## src/hw/rtl/btas_pkg.sv

```systemverilog
`timescale 1ns / 1ps

package btas_pkg;

  // Architectural constants of the block transfer.
  localparam int unsigned RegCount = 16;
  localparam logic [3:0] PcIndex = 4'd15;
  localparam logic [31:0] StepBytes = 32'd4;
  localparam logic [31:0] EmptyOffset = 32'h0000_0040;
  localparam logic [31:0] WordMask = 32'hFFFF_FFFC;

  // Widths of the packed stream payloads.
  localparam int unsigned InDataWidth = 64;
  localparam int unsigned OutDataWidth = 80;

  // Controller state, one-hot.
  typedef enum logic [1:0] {
    ST_IDLE = 2'b01,
    ST_BUSY = 2'b10
  } ctrl_state_e;

  // One decoded block transfer instruction.
  typedef struct packed {
    logic [31:0] base_address;
    logic [15:0] register_list;
    logic        ascending;
    logic        pre_index;
    logic        is_load;
    logic        write_back;
    logic        user_bank;
    logic [3:0]  base_index;
  } in_item_t;

  // One memory transfer produced by the sequencer.
  typedef struct packed {
    logic [3:0]  reg_index;
    logic [31:0] word_address;
    logic        load_access;
    logic        use_user_regs;
    logic        store_plus_four;
    logic        restore_status;
    logic        base_update;
    logic [31:0] new_base;
    logic        last;
  } result_t;

  // Commands from the controller to the datapath.
  typedef struct packed {
    logic load;
    logic step;
  } ctrl_cmd_t;

  // Status from the datapath to the controller.
  typedef struct packed {
    logic last_step;
  } dp_status_t;

  // Index of the lowest set bit; zero when no bit is set.
  function automatic logic [3:0] lowest_set(input logic [RegCount-1:0] v);
    logic [3:0] idx;
    idx = '0;
    for (int i = RegCount - 1; i >= 0; i--) begin
      if (v[i]) begin
        idx = 4'(i);
      end
    end
    return idx;
  endfunction

  // Index of the highest set bit; zero when no bit is set.
  function automatic logic [3:0] highest_set(input logic [RegCount-1:0] v);
    logic [3:0] idx;
    idx = '0;
    for (int i = 0; i < RegCount; i++) begin
      if (v[i]) begin
        idx = 4'(i);
      end
    end
    return idx;
  endfunction

endpackage

```

## src/hw/rtl/btas_ctrl.sv

```systemverilog
`timescale 1ns / 1ps

module btas_ctrl (
  input  logic                  clk_i,
  input  logic                  rst_ni,
  input  logic                  in_valid_i,
  output logic                  in_ready_o,
  output logic                  out_valid_o,
  input  logic                  out_ready_i,
  input  btas_pkg::dp_status_t  status_i,
  output btas_pkg::ctrl_cmd_t   cmd_o
);

  btas_pkg::ctrl_state_e state_q, state_d;
  logic out_valid_q, out_valid_d;
  logic slot_free;

  // The output register can take a new transfer when empty or being drained.
  assign slot_free = !out_valid_q || out_ready_i;

  // Next state and commands.
  always_comb begin
    state_d = state_q;
    cmd_o.load = 1'b0;
    cmd_o.step = 1'b0;
    in_ready_o = 1'b0;
    unique case (state_q)
      btas_pkg::ST_IDLE: begin
        in_ready_o = 1'b1;
        if (in_valid_i) begin
          cmd_o.load = 1'b1;
          state_d = btas_pkg::ST_BUSY;
        end
      end
      btas_pkg::ST_BUSY: begin
        if (slot_free) begin
          cmd_o.step = 1'b1;
          if (status_i.last_step) begin
            state_d = btas_pkg::ST_IDLE;
          end
        end
      end
      default: begin
        state_d = btas_pkg::ST_IDLE;
      end
    endcase
  end

  // Output register occupancy.
  always_comb begin
    if (cmd_o.step) begin
      out_valid_d = 1'b1;
    end else if (out_ready_i) begin
      out_valid_d = 1'b0;
    end else begin
      out_valid_d = out_valid_q;
    end
  end

  always_ff @(posedge clk_i or negedge rst_ni) begin
    if (!rst_ni) begin
      state_q <= btas_pkg::ST_IDLE;
      out_valid_q <= 1'b0;
    end else begin
      state_q <= state_d;
      out_valid_q <= out_valid_d;
    end
  end

  assign out_valid_o = out_valid_q;

endmodule

```

## src/hw/rtl/btas_dp.sv

```systemverilog
`timescale 1ns / 1ps

module btas_dp (
  input  logic                 clk_i,
  input  btas_pkg::in_item_t   item_i,
  input  btas_pkg::ctrl_cmd_t  cmd_i,
  output btas_pkg::dp_status_t status_o,
  output btas_pkg::result_t    result_o
);

  logic [31:0] addr_q;
  logic [15:0] list_q;
  logic        asc_q;
  logic        pre_q;
  logic        load_q;
  logic        user_q;
  logic        upd_q;
  logic        empty_q;
  btas_pkg::result_t result_q;

  logic [3:0]  sel_idx;
  logic [15:0] rem_list;
  logic [31:0] step_addr;
  logic [31:0] access_addr;
  logic [31:0] empty_base;
  logic        is_pc;
  logic        last_step;
  btas_pkg::result_t result_d;

  // Pick the next register in walk order and advance the address.
  always_comb begin
    sel_idx = asc_q ? btas_pkg::lowest_set(list_q) : btas_pkg::highest_set(list_q);
    rem_list = list_q & ~(16'd1 << sel_idx);
    step_addr = asc_q ? (addr_q + btas_pkg::StepBytes) : (addr_q - btas_pkg::StepBytes);
    access_addr = pre_q ? step_addr : addr_q;
    empty_base = asc_q ? (addr_q + btas_pkg::EmptyOffset)
                       : (addr_q - btas_pkg::EmptyOffset);
    is_pc = (sel_idx == btas_pkg::PcIndex);
    last_step = empty_q || (rem_list == '0);
  end

  // Build the transfer for this step.
  always_comb begin
    if (empty_q) begin
      // An empty list moves only r15 at the base and always writes back.
      result_d.reg_index = btas_pkg::PcIndex;
      result_d.word_address = addr_q & btas_pkg::WordMask;
      result_d.load_access = load_q;
      result_d.use_user_regs = 1'b0;
      result_d.store_plus_four = !load_q;
      result_d.restore_status = 1'b0;
      result_d.base_update = 1'b1;
      result_d.new_base = empty_base;
      result_d.last = 1'b1;
    end else begin
      result_d.reg_index = sel_idx;
      result_d.word_address = access_addr & btas_pkg::WordMask;
      result_d.load_access = load_q;
      result_d.use_user_regs = user_q && !(load_q && is_pc);
      result_d.store_plus_four = !load_q && is_pc;
      result_d.restore_status = user_q && load_q && is_pc;
      result_d.base_update = last_step && upd_q;
      result_d.new_base = (last_step && upd_q) ? step_addr : '0;
      result_d.last = last_step;
    end
  end

  // Working registers and the output register.
  always_ff @(posedge clk_i) begin
    if (cmd_i.load) begin
      addr_q <= item_i.base_address;
      list_q <= item_i.register_list;
      asc_q <= item_i.ascending;
      pre_q <= item_i.pre_index;
      load_q <= item_i.is_load;
      user_q <= item_i.user_bank;
      empty_q <= (item_i.register_list == '0);
      upd_q <= item_i.write_back
               && !(item_i.is_load && item_i.register_list[item_i.base_index]);
    end else if (cmd_i.step) begin
      addr_q <= step_addr;
      list_q <= rem_list;
    end
    if (cmd_i.step) begin
      result_q <= result_d;
    end
  end

  assign status_o.last_step = last_step;
  assign result_o = result_q;

endmodule

```

## src/hw/rtl/block_transfer_address_sequencer.sv

```systemverilog
`timescale 1ns / 1ps

// Channel   Direction  tdata / tlast contents
// s_axis    in         one block transfer instruction
// m_axis    out        one memory transfer; tlast marks the final one
//
// An instruction with N listed registers gives N transfers, one per cycle
// while m_axis is not stalled, and an empty list gives one. The input is
// loaded into the working registers before the first transfer is stepped into
// the output register, and a new instruction is taken only after the final
// step. The step address adder and register picker in the datapath, used once
// per transfer, set that pace.
// Reset clears the controller and the output valid; no memory needs clearing.
// A stall on m_axis holds the sequence; s_axis is taken only between
// instructions, even while the final transfer still waits to be taken.
module block_transfer_address_sequencer (
  input  logic        clk_i,
  input  logic        rst_ni,
  input  logic        s_axis_tvalid,
  output logic        s_axis_tready,
  // [31:0] base_address, [47:32] register_list, [48] ascending,
  // [49] pre_index, [50] is_load, [51] write_back, [52] user_bank,
  // [56:53] base_index, [63:57] zero
  input  logic [63:0] s_axis_tdata,
  output logic        m_axis_tvalid,
  input  logic        m_axis_tready,
  // [3:0] reg_index, [35:4] word_address, [36] load_access,
  // [37] use_user_regs, [38] store_plus_four, [39] restore_status,
  // [40] base_update, [72:41] new_base, [79:73] zero
  output logic [79:0] m_axis_tdata,
  output logic        m_axis_tlast
);

  btas_pkg::in_item_t   item;
  btas_pkg::ctrl_cmd_t  cmd;
  btas_pkg::dp_status_t status;
  btas_pkg::result_t    result;

  // Unpack the instruction.
  assign item.base_address = s_axis_tdata[31:0];
  assign item.register_list = s_axis_tdata[47:32];
  assign item.ascending = s_axis_tdata[48];
  assign item.pre_index = s_axis_tdata[49];
  assign item.is_load = s_axis_tdata[50];
  assign item.write_back = s_axis_tdata[51];
  assign item.user_bank = s_axis_tdata[52];
  assign item.base_index = s_axis_tdata[56:53];

  btas_ctrl u_ctrl (
    .clk_i       (clk_i),
    .rst_ni      (rst_ni),
    .in_valid_i  (s_axis_tvalid),
    .in_ready_o  (s_axis_tready),
    .out_valid_o (m_axis_tvalid),
    .out_ready_i (m_axis_tready),
    .status_i    (status),
    .cmd_o       (cmd)
  );

  btas_dp u_dp (
    .clk_i    (clk_i),
    .item_i   (item),
    .cmd_i    (cmd),
    .status_o (status),
    .result_o (result)
  );

  // Pack the transfer.
  assign m_axis_tdata = {7'd0, result.new_base, result.base_update, result.restore_status,
                         result.store_plus_four, result.use_user_regs, result.load_access,
                         result.word_address, result.reg_index};
  assign m_axis_tlast = result.last;

`ifndef SYNTHESIS
  // A taken instruction keeps the input closed on the next cycle.
  assert property (@(posedge clk_i) disable iff (!rst_ni)
    s_axis_tvalid && s_axis_tready |=> !s_axis_tready)
    else $error("input open right after an instruction was taken");

  // A pending transfer that is not the final one means the sequence still runs.
  assert property (@(posedge clk_i) disable iff (!rst_ni)
    m_axis_tvalid && !m_axis_tlast |-> !s_axis_tready)
    else $error("input open in the middle of a sequence");

  // Writeback is reported on the final transfer only.
  assert property (@(posedge clk_i) disable iff (!rst_ni)
    m_axis_tvalid && m_axis_tdata[40] |-> m_axis_tlast)
    else $error("base update on a transfer that is not the final one");

  // The datapath steps only while the output register can take the transfer.
  assert property (@(posedge clk_i) disable iff (!rst_ni)
    cmd.step |-> !m_axis_tvalid || m_axis_tready)
    else $error("transfer overwritten before it was taken");
`endif

endmodule
```

## config.mk

```make
export PLATFORM = sky130hd
export DESIGN_NAME = block_transfer_address_sequencer
export DESIGN_NICKNAME = d
export VERILOG_FILES = /design/src/hw/rtl/btas_pkg.sv /design/src/hw/rtl/btas_ctrl.sv /design/src/hw/rtl/btas_dp.sv /design/src/hw/rtl/block_transfer_address_sequencer.sv
export SDC_FILE = /design/constraint.sdc
export NUM_CORES = 1
export LEC_CHECK = 0
export BUFFER_PORTS_ARGS = -buffer_cell sky130_fd_sc_hd__buf_2
export CELL_PAD_IN_SITES_DETAIL_PLACEMENT = 1
export CELL_PAD_IN_SITES_GLOBAL_PLACEMENT = 1
export CORE_ASPECT_RATIO = 1.2
export CORE_MARGIN = 10
export CORE_UTILIZATION = 48
export CTS_BUF_LIST = sky130_fd_sc_hd__clkbuf_8
export CTS_CLUSTER_SIZE = 28
export DETAILED_ROUTE_END_ITERATION = 6
export GPL_TIMING_DRIVEN = 0
export PLACE_DENSITY = 0.95
export SYNTH_ARGS = -nofsm -noshare
export SYNTH_HDL_FRONTEND = slang
export SYNTH_SLANG_ARGS = --single-unit
```

## constraint.sdc

```tcl
create_clock -name clk_i -period 9.51 [get_ports clk_i]
set_clock_uncertainty 0.2 [all_clocks]
set_input_delay 1.902 -clock clk_i [delete_from_list [all_inputs] [get_ports clk_i]]
set_output_delay 1.902 -clock clk_i [all_outputs]
set_load 0.05 [all_outputs]
```

==> impl_metrics.csv, run 1 <==
group,metric,value,unit
floorplanning,die_area,23100,um2
run_status,status,"complete, no violations",
placed_design,port_buffers,134,
setup_path,startpoint,"u_dp.asc_q",
timing,finalHoldViolCount,0,
cells_and_area,final_util,57.8,%
yosys,ys_top_cells_by_area,"edfxtp_1 (45%), nand2_1 (7.1%), o21ai_0 (6.1%)",
placed_design,routabilityCongestion,0.971,
setup_path,r2r-end,"u_dp.result_o[30]",
yosys,yosys-top-cells-count,"nand2_1 (157), edfxtp_1 (126), o21ai_0 (101)",
cells_and_area,drive_gt1_share,21.0,%
placed_design,dp_hpwl,23.2,mm
cells_and_area,area_growth,17.7,%
detailed_routing,wl_per_cell,24.8,um
setup_path,ff2ff_path_depth,13,
power_and_ir_drop,power,4250,uW
global_routing,grt_overflow,0,
yosys,synth-seq-area-share,46.3,%
yosys,async_reset_ff_share,2.33,%
yosys,yosysWarnings,0,
yosys,synth_edf_count,126,
clock_tree,cts_buffers,17,
detailed_routing,initialDrtViolationCount,733,
yosys,ys_seq_elements,129,
global_routing,grt_max_degree,38,
clock_tree,clock-root-buffer,"clkbuf_8",
timing,rsz0062_at_grt,"false",
global_routing,track_usage,26.7,%
clock_tree,cts_sinks,129,
setup_path,cp_max_fo,24,
setup_path,critical_path_class,"flip-flop to flip-flop",
clock_tree,cts_buffer_depth,2,
clock_tree,holdBufCountCts,0,
timing,relSlewSlack,34.9,%
yosys,ys_types,70,
flow_run,maxCapViolCount,0,
yosys,synth_top_area_share,45.3,%
cells_and_area,nets,1135,
setup_path,critPathSlowestCell,"o41ai_1",
power_and_ir_drop,power_switching,2260,uW
cells_and_area,multi_input_area,4140,um2
floorplanning,fp-row-count,52,
power_and_ir_drop,p_leak,0.00380,uW
global_routing,grt_pass1_wl,48.6,mm
detailed_routing,ant_nets,0,
yosys,syn_area_per_cell,9.57,um2
floorplanning,start_util,49.1,%
setup_path,critPathBufInv,3,
timing,clock.fmax,192,MHz
timing,whs,0.331,ns
placed_design,place_area,9430,um2
floorplanning,ioPinCount,151,
global_routing,antenna_found_initial,2,
power_and_ir_drop,ir_drop,241,uV
yosys,synth_top_area_cell,"edfxtp_1",
power_and_ir_drop,pwr-share-seq,26.6,%
clock_tree,htree_num_levels,4,
power_and_ir_drop,internal-power,1990,uW
yosys,netlist_area,8350,um2
timing,tns,0,ns
setup_path,critPathCaptureType,"flip-flop",
timing,period_share,54.8,%
yosys,synthFlopType,"edfxtp_1",
setup_path,path_cells,"buf_2 -> clkinv_1 -> buf_16 -> ha_1 -> nand3_1 -> o2111ai_1 -> a21o_1 -> a21oi_1 -> o21bai_1 -> a21oi_1 -> o41ai_1 -> a41oi_1 -> a22oi_1",
floorplanning,die_x,140,um
power_and_ir_drop,p_clk_share,11.4,%
cells_and_area,fin_area,9820,um2
clock_tree,cts_tree,"done",
setup_path,crit_end,"u_dp.result_o[30]",
setup_path,required,9.58,ns
timing,period_needed,5.22,ns
detailed_routing,via_per_inst,6.35,
setup_path,r2r-start,"u_dp.asc_q",
setup_path,cp.depth,13,
timing,drv_slew,0,
floorplanning,core-area,17000,um2
setup_path,worst_path_dominant_cell_family,"compound AO/OA/AOI/OAI gates",
yosys,yosysMostFrequentCell,"nand2_1",
cells_and_area,nFillCells,1965,
detailed_routing,firstDrtPassIters,5,
detailed_routing,vias,8040,
setup_path,rrSetupSlack,4.29,ns
power_and_ir_drop,switching_share,53.2,%
detailed_routing,drc_errors,0,
floorplanning,die_y,164,um
timing,setup_viol_count_final,0,
power_and_ir_drop,p_comb_share,62.0,%
setup_path,startpoint_type,"flip-flop",
power_and_ir_drop,p_per_area,432,nW/um2
setup_path,cp_data_arrival_time,5.28,ns
timing,tightest_slew,0.967,ns
cells_and_area,diodes,0,
clock_tree,cts_resized,0,
clock_tree,insertion_delay,0.48,ns
global_routing,grt_pass1_vias,8725,
clock_tree,post_cts_buffers,0,
detailed_routing,drt-total-wl,31.4,mm
worst_hold_path,hp-class,"flip-flop to flip-flop",
setup_path,path_common_cell,"a21oi_1",
setup_path,cp_slowest_stage_delay,0.70,ns
yosys,netlist_instances,872,
clock_tree,clk_pin_slew,0.08,ns
cells_and_area,seq_area,3860,um2
==> state kept, by name, summed over array words and instances, names as in the netlist <==
register and count:
u_dp.asc_q 1, u_ctrl.state_q 2, u_ctrl.out_valid_o 1, u_dp.empty_q 1, u_dp.load_q 1, u_dp.user_q 1, u_dp.addr_q 32, u_dp.upd_q 1
u_dp.result_o 72, u_dp.list_q 16, u_dp.pre_q 1
==> kinds of logic (layout without fill, tap and decap cells) <==
kind of cell	count (synthesis)	in the layout	synth area share (%)
xor gates and xnor gates	51	51	5.35
other	1	9	0.0449
AOI/OAI and AO/OA	269	269	20.8
muxes	6	6	1.48
and+or+nand+nor	300	300	16.7
adders and majority gates	30	30	4.68
DFF	129	129	46.3
buffers and inverters	86	256	4.68
==> per-stage QoR <==
step                setup WS (ns)  instances
floorplan                    3.57        880
global placement             1.70       1230
detailed placement           4.54       1234
CTS                          4.40       1266
global route                 4.12       1266
finish                       4.29       1266
==> area by class of cell <==
| class | count | area share [%] |
|---|---|---|
| multi-input cells | 665 | 42.2 |
| repair buffers | 138 | 7.80 |
| well taps | 216 | 2.75 |
| inverters | 24 | 0.917 |
| plain buffers | 62 | 3.06 |
| clock inverters | 14 | 1.48 |
| flip-flops and latches | 129 | 39.3 |
| clock buffers | 18 | 2.52 |
==> how the worst min path moves through the flow <==
stage / cells after the start / from / slack [ns] / to
6_report: 0 / u_dp.load_q / 0.33 / u_dp.result_o[37]
5_1_grt: 0 / u_dp.load_q / 0.35 / u_dp.result_o[37]
4_1_cts: 0 / u_dp.load_q / 0.33 / u_dp.result_o[37]
3_5_place_dp: 0 / u_dp.load_q / 0.32 / u_dp.result_o[37]
3_3_place_gp: 0 / u_dp.load_q / 0.31 / u_dp.result_o[37]
2_1_floorplan: 0 / u_dp.load_q / 0.27 / u_dp.result_o[37]
==> power groups by stage <==
stage	combinational, uW	sequential, uW	clock [uW]
floorplan	1610	1260	0
global placement	2350	1150	0
detailed placement	2520	1130	0
CTS	2590	1120	485
global route	2840	1140	507
finish	2630	1130	485
==> per-layer routing <==
layer	part of all wire, %	wire length, um	GRT usage (%)	vias to the layer above
met2	53	16700	49.0	408
li1	-	-	-	3549
met1	35	10900	26.9	3953
met4	5.3	1660	16.0	4
met5	0.092	29	0	-
met3	6.7	2090	6.43	126
==> cell usage in the layout, fill, tap and decap left out, drive strengths merged, types with 22 or more instances in the layout <==
| master | n |
|---|---|
| nand2 | 158 |
| buf | 154 |
| edfxtp | 126 |
| o21ai | 103 |
| clkbuf | 64 |
| a21oi | 53 |
| nor2 | 52 |
| xnor2 | 29 |
| inv | 29 |
| ha | 28 |
| o31ai | 26 |
| xor2 | 22 |
Power figures use the tool's default switching activity.
==> run 2, diff against run 1 <==
--- a/config.mk
+++ b/config.mk
@@ -5,17 +5,18 @@
 export SDC_FILE = /design/constraint.sdc
 export NUM_CORES = 1
 export LEC_CHECK = 0
+export ABC_AREA = 1
 export BUFFER_PORTS_ARGS = -buffer_cell sky130_fd_sc_hd__buf_2
 export CELL_PAD_IN_SITES_DETAIL_PLACEMENT = 1
 export CELL_PAD_IN_SITES_GLOBAL_PLACEMENT = 1
 export CORE_ASPECT_RATIO = 1.2
 export CORE_MARGIN = 10
-export CORE_UTILIZATION = 48
+export CORE_UTILIZATION = 43
 export CTS_BUF_LIST = sky130_fd_sc_hd__clkbuf_8
 export CTS_CLUSTER_SIZE = 28
 export DETAILED_ROUTE_END_ITERATION = 6
 export GPL_TIMING_DRIVEN = 0
-export PLACE_DENSITY = 0.95
+export PLACE_DENSITY = 0.9
 export SYNTH_ARGS = -nofsm -noshare
 export SYNTH_HDL_FRONTEND = slang
 export SYNTH_SLANG_ARGS = --single-unit
==> constraint.sdc (replaced) <==
create_clock -name clk_i -period 5.2 [get_ports clk_i]
set_clock_uncertainty 0.2 [all_clocks]
set_input_delay 1.04 -clock clk_i [delete_from_list [all_inputs] [get_ports clk_i]]
set_output_delay 1.04 -clock clk_i [all_outputs]
set_load 0.05 [all_outputs]
==> run 2 against run 1 <==
  * Global-route usage fell by 5.1 points
  * Total power grew 72%
  * Via count fell by 6.8%
  * Wire length fell by 13%
  * Area after synthesis fell by 1.4%
  * Highest routed layer is now met4
==> impl_metrics.csv, run 2 <==
group,metric,value,unit
run_status,status,"complete, no violations",
floorplanning,core-area,18900,um2
power_and_ir_drop,p_per_area,751,nW/um2
yosys,synth_top_area_cell,"edfxtp_1",
yosys,async_reset_ff_share,2.33,%
global_routing,grt_overflow,0,
global_routing,grt_max_degree,37,
clock_tree,htree_num_levels,4,
yosys,yosys-top-cells-count,"nand2_1 (227), inv_1 (139), edfxtp_1 (126)",
yosys,netlist_instances,980,
cells_and_area,layout_common_cells,"nand2_1 (227), inv_1 (140), buf_2 (134)",
setup_path,crit_end,"u_dp.result_o[68]",
detailed_routing,ant_nets,0,
clock_tree,holdBufCountCts,0,
clock_tree,clk_pin_slew,0.08,ns
floorplanning,ioPinCount,151,
global_routing,grt_pass1_vias,8096,
setup_path,r2r-end,"u_dp.result_o[68]",
power_and_ir_drop,ir_drop,220,uV
yosys,ys_seq_elements,129,
timing,setup_viol_count_final,0,
yosys,synth-adder-area-share,4.74,%
setup_path,cp_slowest_stage_delay,0.64,ns
global_routing,antenna_found_initial,0,
yosys,synth_compound_area_share,18.1,%
cells_and_area,multi_input_area,3680,um2
worst_hold_path,hp-class,"primary input to asynchronous set/reset pin",
yosys,ys_top_cells_by_area,"edfxtp_1 (46%), nand2_1 (10%), o21ai_0 (7.2%)",
power_and_ir_drop,pwr-share-seq,27.1,%
setup_path,critPathSlowestCell,"clkinv_1",
floorplanning,fp-row-count,55,
placed_design,dp_cells,1382,
setup_path,critical_path_class,"flip-flop to flip-flop",
timing,tightest_slew,0.896,ns
timing,tns,0,ns
yosys,netlist_area,8230,um2
setup_path,startpoint,"u_dp.asc_q",
setup_path,cp_data_arrival_time,4.94,ns
floorplanning,die_y,172,um
detailed_routing,via_per_inst,5.30,
power_and_ir_drop,power_switching,3840,uW
cells_and_area,nFillCells,2361,
global_routing,track_usage,21.7,%
yosys,syn_area_per_cell,8.40,um2
detailed_routing,initialDrtViolationCount,417,
cells_and_area,area_growth,18.4,%
clock_tree,cts_sinks,129,
floorplanning,die_area,25100,um2
clock_tree,cts_buffer_depth,2,
detailed_routing,firstDrtPassIters,6,
timing,rsz0062_at_grt,"false",
cells_and_area,nets,1244,
power_and_ir_drop,p_leak,0.00429,uW
power_and_ir_drop,p_comb_share,61.8,%
timing,period_needed,4.92,ns
floorplanning,start_util,43.6,%
yosys,synth-seq-area-share,46.9,%
timing,clock.fmax,203,MHz
detailed_routing,drt-total-wl,27.4,mm
clock_tree,cts_tree,"done",
global_routing,grt_pass1_wl,42.7,mm
placed_design,dp_hpwl,21.6,mm
timing,drv_slew,0,
setup_path,required,5.22,ns
yosys,synth_top_family_by_area,"compound AO/OA/AOI/OAI gates",
timing,relSlewSlack,40.3,%
timing,period_share,94.6,%
cells_and_area,fin_cells,1415,
yosys,yosysWarnings,0,
clock_tree,cts_resized,0,
power_and_ir_drop,internal-power,3480,uW
cells_and_area,largest_register_ffs,72,
setup_path,r2r-start,"u_dp.asc_q",
clock_tree,cts_buffers,17,
yosys,yosysMostFrequentCell,"nand2_1",
setup_path,path_cells,"clkinv_1 -> buf_16 -> fa_1 -> a21o_1 -> a21oi_1 -> o21ai_0 -> a21oi_1 -> inv_1 -> a21oi_1 -> o31ai_1 -> xor2_1 -> inv_1 -> nand2_1 -> o21ai_0 -> inv_1",
yosys,synth_top_area_share,46.0,%
timing,finalHoldViolCount,0,
setup_path,rrSetupSlack,0.28,ns
cells_and_area,final_util,51.7,%
flow_run,maxCapViolCount,0,
detailed_routing,wl_per_cell,19.3,um
clock_tree,clock-root-buffer,"clkbuf_8",
placed_design,routabilityCongestion,0.972,
cells_and_area,diodes,0,
clock_tree,post_cts_buffers,0,
cells_and_area,seq_area,3860,um2
yosys,synthFlopType,"edfxtp_1",
placed_design,port_buffers,134,
detailed_routing,drc_errors,0,
cells_and_area,layout_commonest_cell,"nand2_1",
yosys,synth_xor_area_share,4.58,%
setup_path,ff2ff_path_depth,15,
setup_path,startpoint_type,"flip-flop",
power_and_ir_drop,switching_share,52.4,%
cells_and_area,drive_gt1_share,19.2,%
clock_tree,insertion_delay,0.48,ns
yosys,ys_types,45,
power_and_ir_drop,p_clk_share,11.1,%
floorplanning,die_x,146,um
yosys,synth-simple-area-share,16.7,%
yosys,synthMuxAreaShare,0,%
yosys,synth_edf_count,126,
setup_path,cp_max_fo,18,
detailed_routing,vias,7496,
setup_path,critPathCaptureType,"flip-flop",
run 2: cell types whose count changed after synthesis, moves of 9 or more:
cell | before | now
a21o_1 | 15 | 1
clkbuf_1 | 46 | 22
o21bai_1 | 11 | 2
nand3_1 | 8 | 24
nand2_1 | 157 | 227
o21ai_2 | 0 | 27
o211ai_1 | 11 | 1
o31ai_2 | 17 | 0
inv_1 | 22 | 139
a21oi_1 | 53 | 84
nor4_1 | 16 | 2
nor2_1 | 52 | 62
o21ai_0 | 101 | 119
run 2: layout make-up:
class                   count  area share, %
clock inverters            15           1.25
multi-input cells         680           37.8
plain buffers              37           2.08
well taps                 256           3.29
flip-flops and latches    129           39.6
clock buffers              17           2.40
inverters                 142           5.47
repair buffers            139           8.14
run 2: critical path: cells and delay by family, from the launching register on:
family          cells  cell delay, ns
simple gates        1            0.06
compound gates      7            1.81
xor+xnor            1            0.17
buf+inv             5            1.42
flops               1            0.52
fa+ha+maj           1            0.48
run 2: cells by family (layout without fill, tap and decap cells):
kind of cell,after synthesis,after routing
DFF,129,129
other,1,9
adders and majority gates,30,30
xor gates and xnor gates,43,43
AOI/OAI and AO/OA,260,260
and+or+nand+nor,338,338
buffers and inverters,179,350
run 2: how the worst min path moves through the flow:
stage,endpoint,slack [ns]
3_5_place_dp,u_dp.result_o[37],0.30
3_3_place_gp,u_dp.result_o[37],0.27
2_1_floorplan,u_dp.result_o[37],0.25
5_1_grt,u_ctrl.out_valid_o,0.14
6_report,u_ctrl.out_valid_o,0.15
4_1_cts,u_ctrl.out_valid_o,0.13
run 2: per-stage QoR:
step                hold slack [ns]  worst slack, ns  power [uW]  instance area [um2]
detailed placement            0.302            0.302        6440                 9360
global placement              0.273            -1.98        6200                 9250
CTS                           0.130            0.258        7290                 9720
global route                  0.136            0.105        7870                 9750
floorplan                     0.251            0.137        5160                 8260
finish                        0.145            0.278        7320                 9750
run 2: power by group through the flow:
stage               clock (uW)  sequential, uW  combinational (uW)
floorplan                    0            2370                2790
global placement             0            2040                4160
detailed placement           0            2000                4440
CTS                        815            1980                4490
global route               863            2030                4980
finish                     811            1990                4520
run 2: routing by layer:
layer / wire (um) / track usage (%)
met5: 0 / 0
met4: 649 / 7.93
met3: 1060 / 3.81
met2: 15000 / 42.3
met1: 10700 / 22.6
==> run 3, diff against run 2 <==
--- a/config.mk
+++ b/config.mk
@@ -9,7 +9,7 @@
 export BUFFER_PORTS_ARGS = -buffer_cell sky130_fd_sc_hd__buf_2
 export CELL_PAD_IN_SITES_DETAIL_PLACEMENT = 1
 export CELL_PAD_IN_SITES_GLOBAL_PLACEMENT = 1
-export CORE_ASPECT_RATIO = 1.2
+export CORE_ASPECT_RATIO = 1.25
 export CORE_MARGIN = 10
 export CORE_UTILIZATION = 43
 export CTS_BUF_LIST = sky130_fd_sc_hd__clkbuf_8
==> run 3 against run 2 <==
  * Register-to-register slack better by 0.56 ns
  * Die area is essentially flat
  * Clock power grew 3.3%
  * Largest cell class unchanged
  * Largest power group unchanged
  * Highest routed layer unchanged
==> impl_metrics.csv, run 3 (synthesis results as in run 2) <==
group,metric,value,unit
timing,drv_slew,0,
detailed_routing,vias,7577,
detailed_routing,firstDrtPassIters,5,
detailed_routing,drc_errors,0,
timing,period_needed,4.36,ns
cells_and_area,area_growth,17.9,%
cells_and_area,nets,1243,
placed_design,routabilityCongestion,0.969,
power_and_ir_drop,p_leak,0.00429,uW
clock_tree,cts_buffer_depth,2,
clock_tree,clock-root-buffer,"clkbuf_8",
floorplanning,start_util,43.8,%
placed_design,dp_cells,1357,
flow_run,maxCapViolCount,0,
cells_and_area,layout_common_cells,"nand2_1 (227), inv_1 (140), buf_2 (134)",
clock_tree,clk_pin_slew,0.09,ns
timing,period_share,83.8,%
detailed_routing,via_per_inst,5.45,
timing,tightest_slew,0.907,ns
placed_design,port_buffers,134,
power_and_ir_drop,p_per_area,753,nW/um2
setup_path,startpoint_type,"flip-flop",
clock_tree,cts_buffers,17,
worst_hold_path,hp-class,"primary input to asynchronous set/reset pin",
floorplanning,die_area,25100,um2
placed_design,dp_hpwl,21.5,mm
global_routing,track_usage,21.8,%
cells_and_area,nFillCells,2325,
cells_and_area,layout_commonest_cell,"nand2_1",
clock_tree,cts_resized,0,
cells_and_area,largest_register_ffs,72,
timing,clock.fmax,229,MHz
cells_and_area,diodes,0,
floorplanning,ioPinCount,151,
power_and_ir_drop,ir_drop,413,uV
detailed_routing,ant_nets,0,
floorplanning,core-area,18800,um2
global_routing,grt_pass1_wl,42.8,mm
cells_and_area,drive_gt1_share,19.3,%
clock_tree,cts_sinks,129,
setup_path,critPathCaptureType,"flip-flop",
floorplanning,die_y,175,um
floorplanning,die_x,144,um
setup_path,cp_max_fo,9,
floorplanning,fp-row-count,56,
timing,relSlewSlack,39.3,%
global_routing,grt_pass1_vias,8322,
run_status,status,"complete, no violations",
setup_path,required,5.22,ns
global_routing,grt_max_degree,38,
clock_tree,cts_tree,"done",
cells_and_area,fin_cells,1390,
detailed_routing,wl_per_cell,19.7,um
detailed_routing,initialDrtViolationCount,411,
timing,rsz0062_at_grt,"false",
clock_tree,insertion_delay,0.48,ns
setup_path,ff2ff_path_depth,14,
clock_tree,htree_num_levels,4,
power_and_ir_drop,power,7300,uW
detailed_routing,drt-total-wl,27.4,mm
timing,finalHoldViolCount,0,
setup_path,cp_data_arrival_time,4.38,ns
timing,setup_viol_count_final,0,
global_routing,grt_overflow,0,
setup_path,critical_path_class,"flip-flop to flip-flop",
global_routing,antenna_found_initial,0,
clock_tree,holdBufCountCts,0,
clock_tree,post_cts_buffers,0,
==> run 3: metal layers <==
layer	track usage (%)	share of wire (%)
met2	41.3	54
met3	4.34	4.7
met1	22.4	38
met4	8.91	2.9
met5	0	0
==> run 3: layout make-up <==
cell class              instances  area (um2)  share of cell area (%)
flip-flops and latches        129        3860                    39.8
multi-input cells             680        3680                    38.0
repair buffers                138         758                    7.82
inverters                     142         533                    5.50
well taps                     232         290                    2.99
clock buffers                  17         234                    2.41
plain buffers                  37         203                    2.09
clock inverters                15         138                    1.42
==> run 3: per-stage QoR <==
| step | area, um2 | hold slack [ns] | utilization [%] | worst slack [ns] | setup TNS (ns) |
|---|---|---|---|---|---|
| after global placement | 9220 | 0.280 | 49.1 | -1.88 | -161.23 |
| after detailed placement | 9300 | 0.294 | 49.5 | 0.239 | 0 |
| final | 9700 | 0.141 | 51.6 | 0.843 | 0 |
| after floorplan | 8260 | 0.251 | - | 0.137 | 0 |
| after global routing | 9700 | 0.123 | 51.6 | 0.664 | 0 |
| after CTS | 9670 | 0.118 | 51.5 | 0.205 | 0 |
==> run 3: worst paths after layout <==
| path | endpoint | start | slack [ns] |
|---|---|---|---|
| worst max-delay path | u_dp.result_o[68] | u_dp.asc_q | 0.84 |
| worst min-delay path | u_ctrl.out_valid_o | rst_ni | 0.14 |
| worst max register to register | u_dp.result_o[68] | u_dp.asc_q | 0.84 |
| worst min register to register | u_dp.result_o[37] | u_dp.load_q | 0.31 |
| max in group asynchronous | u_ctrl.state_q[0] | rst_ni | 4.45 |
| min in group clk_i | u_dp.result_o[37] | u_dp.load_q | 0.31 |
==> run 3: worst max-delay path: stages (launching register included) <==
cell	delay, ns
edfxtp_1	0.51
inv_1	0.31
fa_1	0.56
a21o_1	0.19
a21oi_1	0.19
o21ai_0	0.32
a21oi_1	0.39
inv_1	0.17
a21oi_1	0.50
o31ai_1	0.18
xor2_1	0.17
inv_1	0.12
nand2_1	0.06
o21ai_0	0.17
inv_1	0.07
==> run 3: power breakdown <==
part	total [uW]	internal, uW	switching, uW
combinational	4470	1300	3170
sequential	1990	1790	209
clock	838	382	456
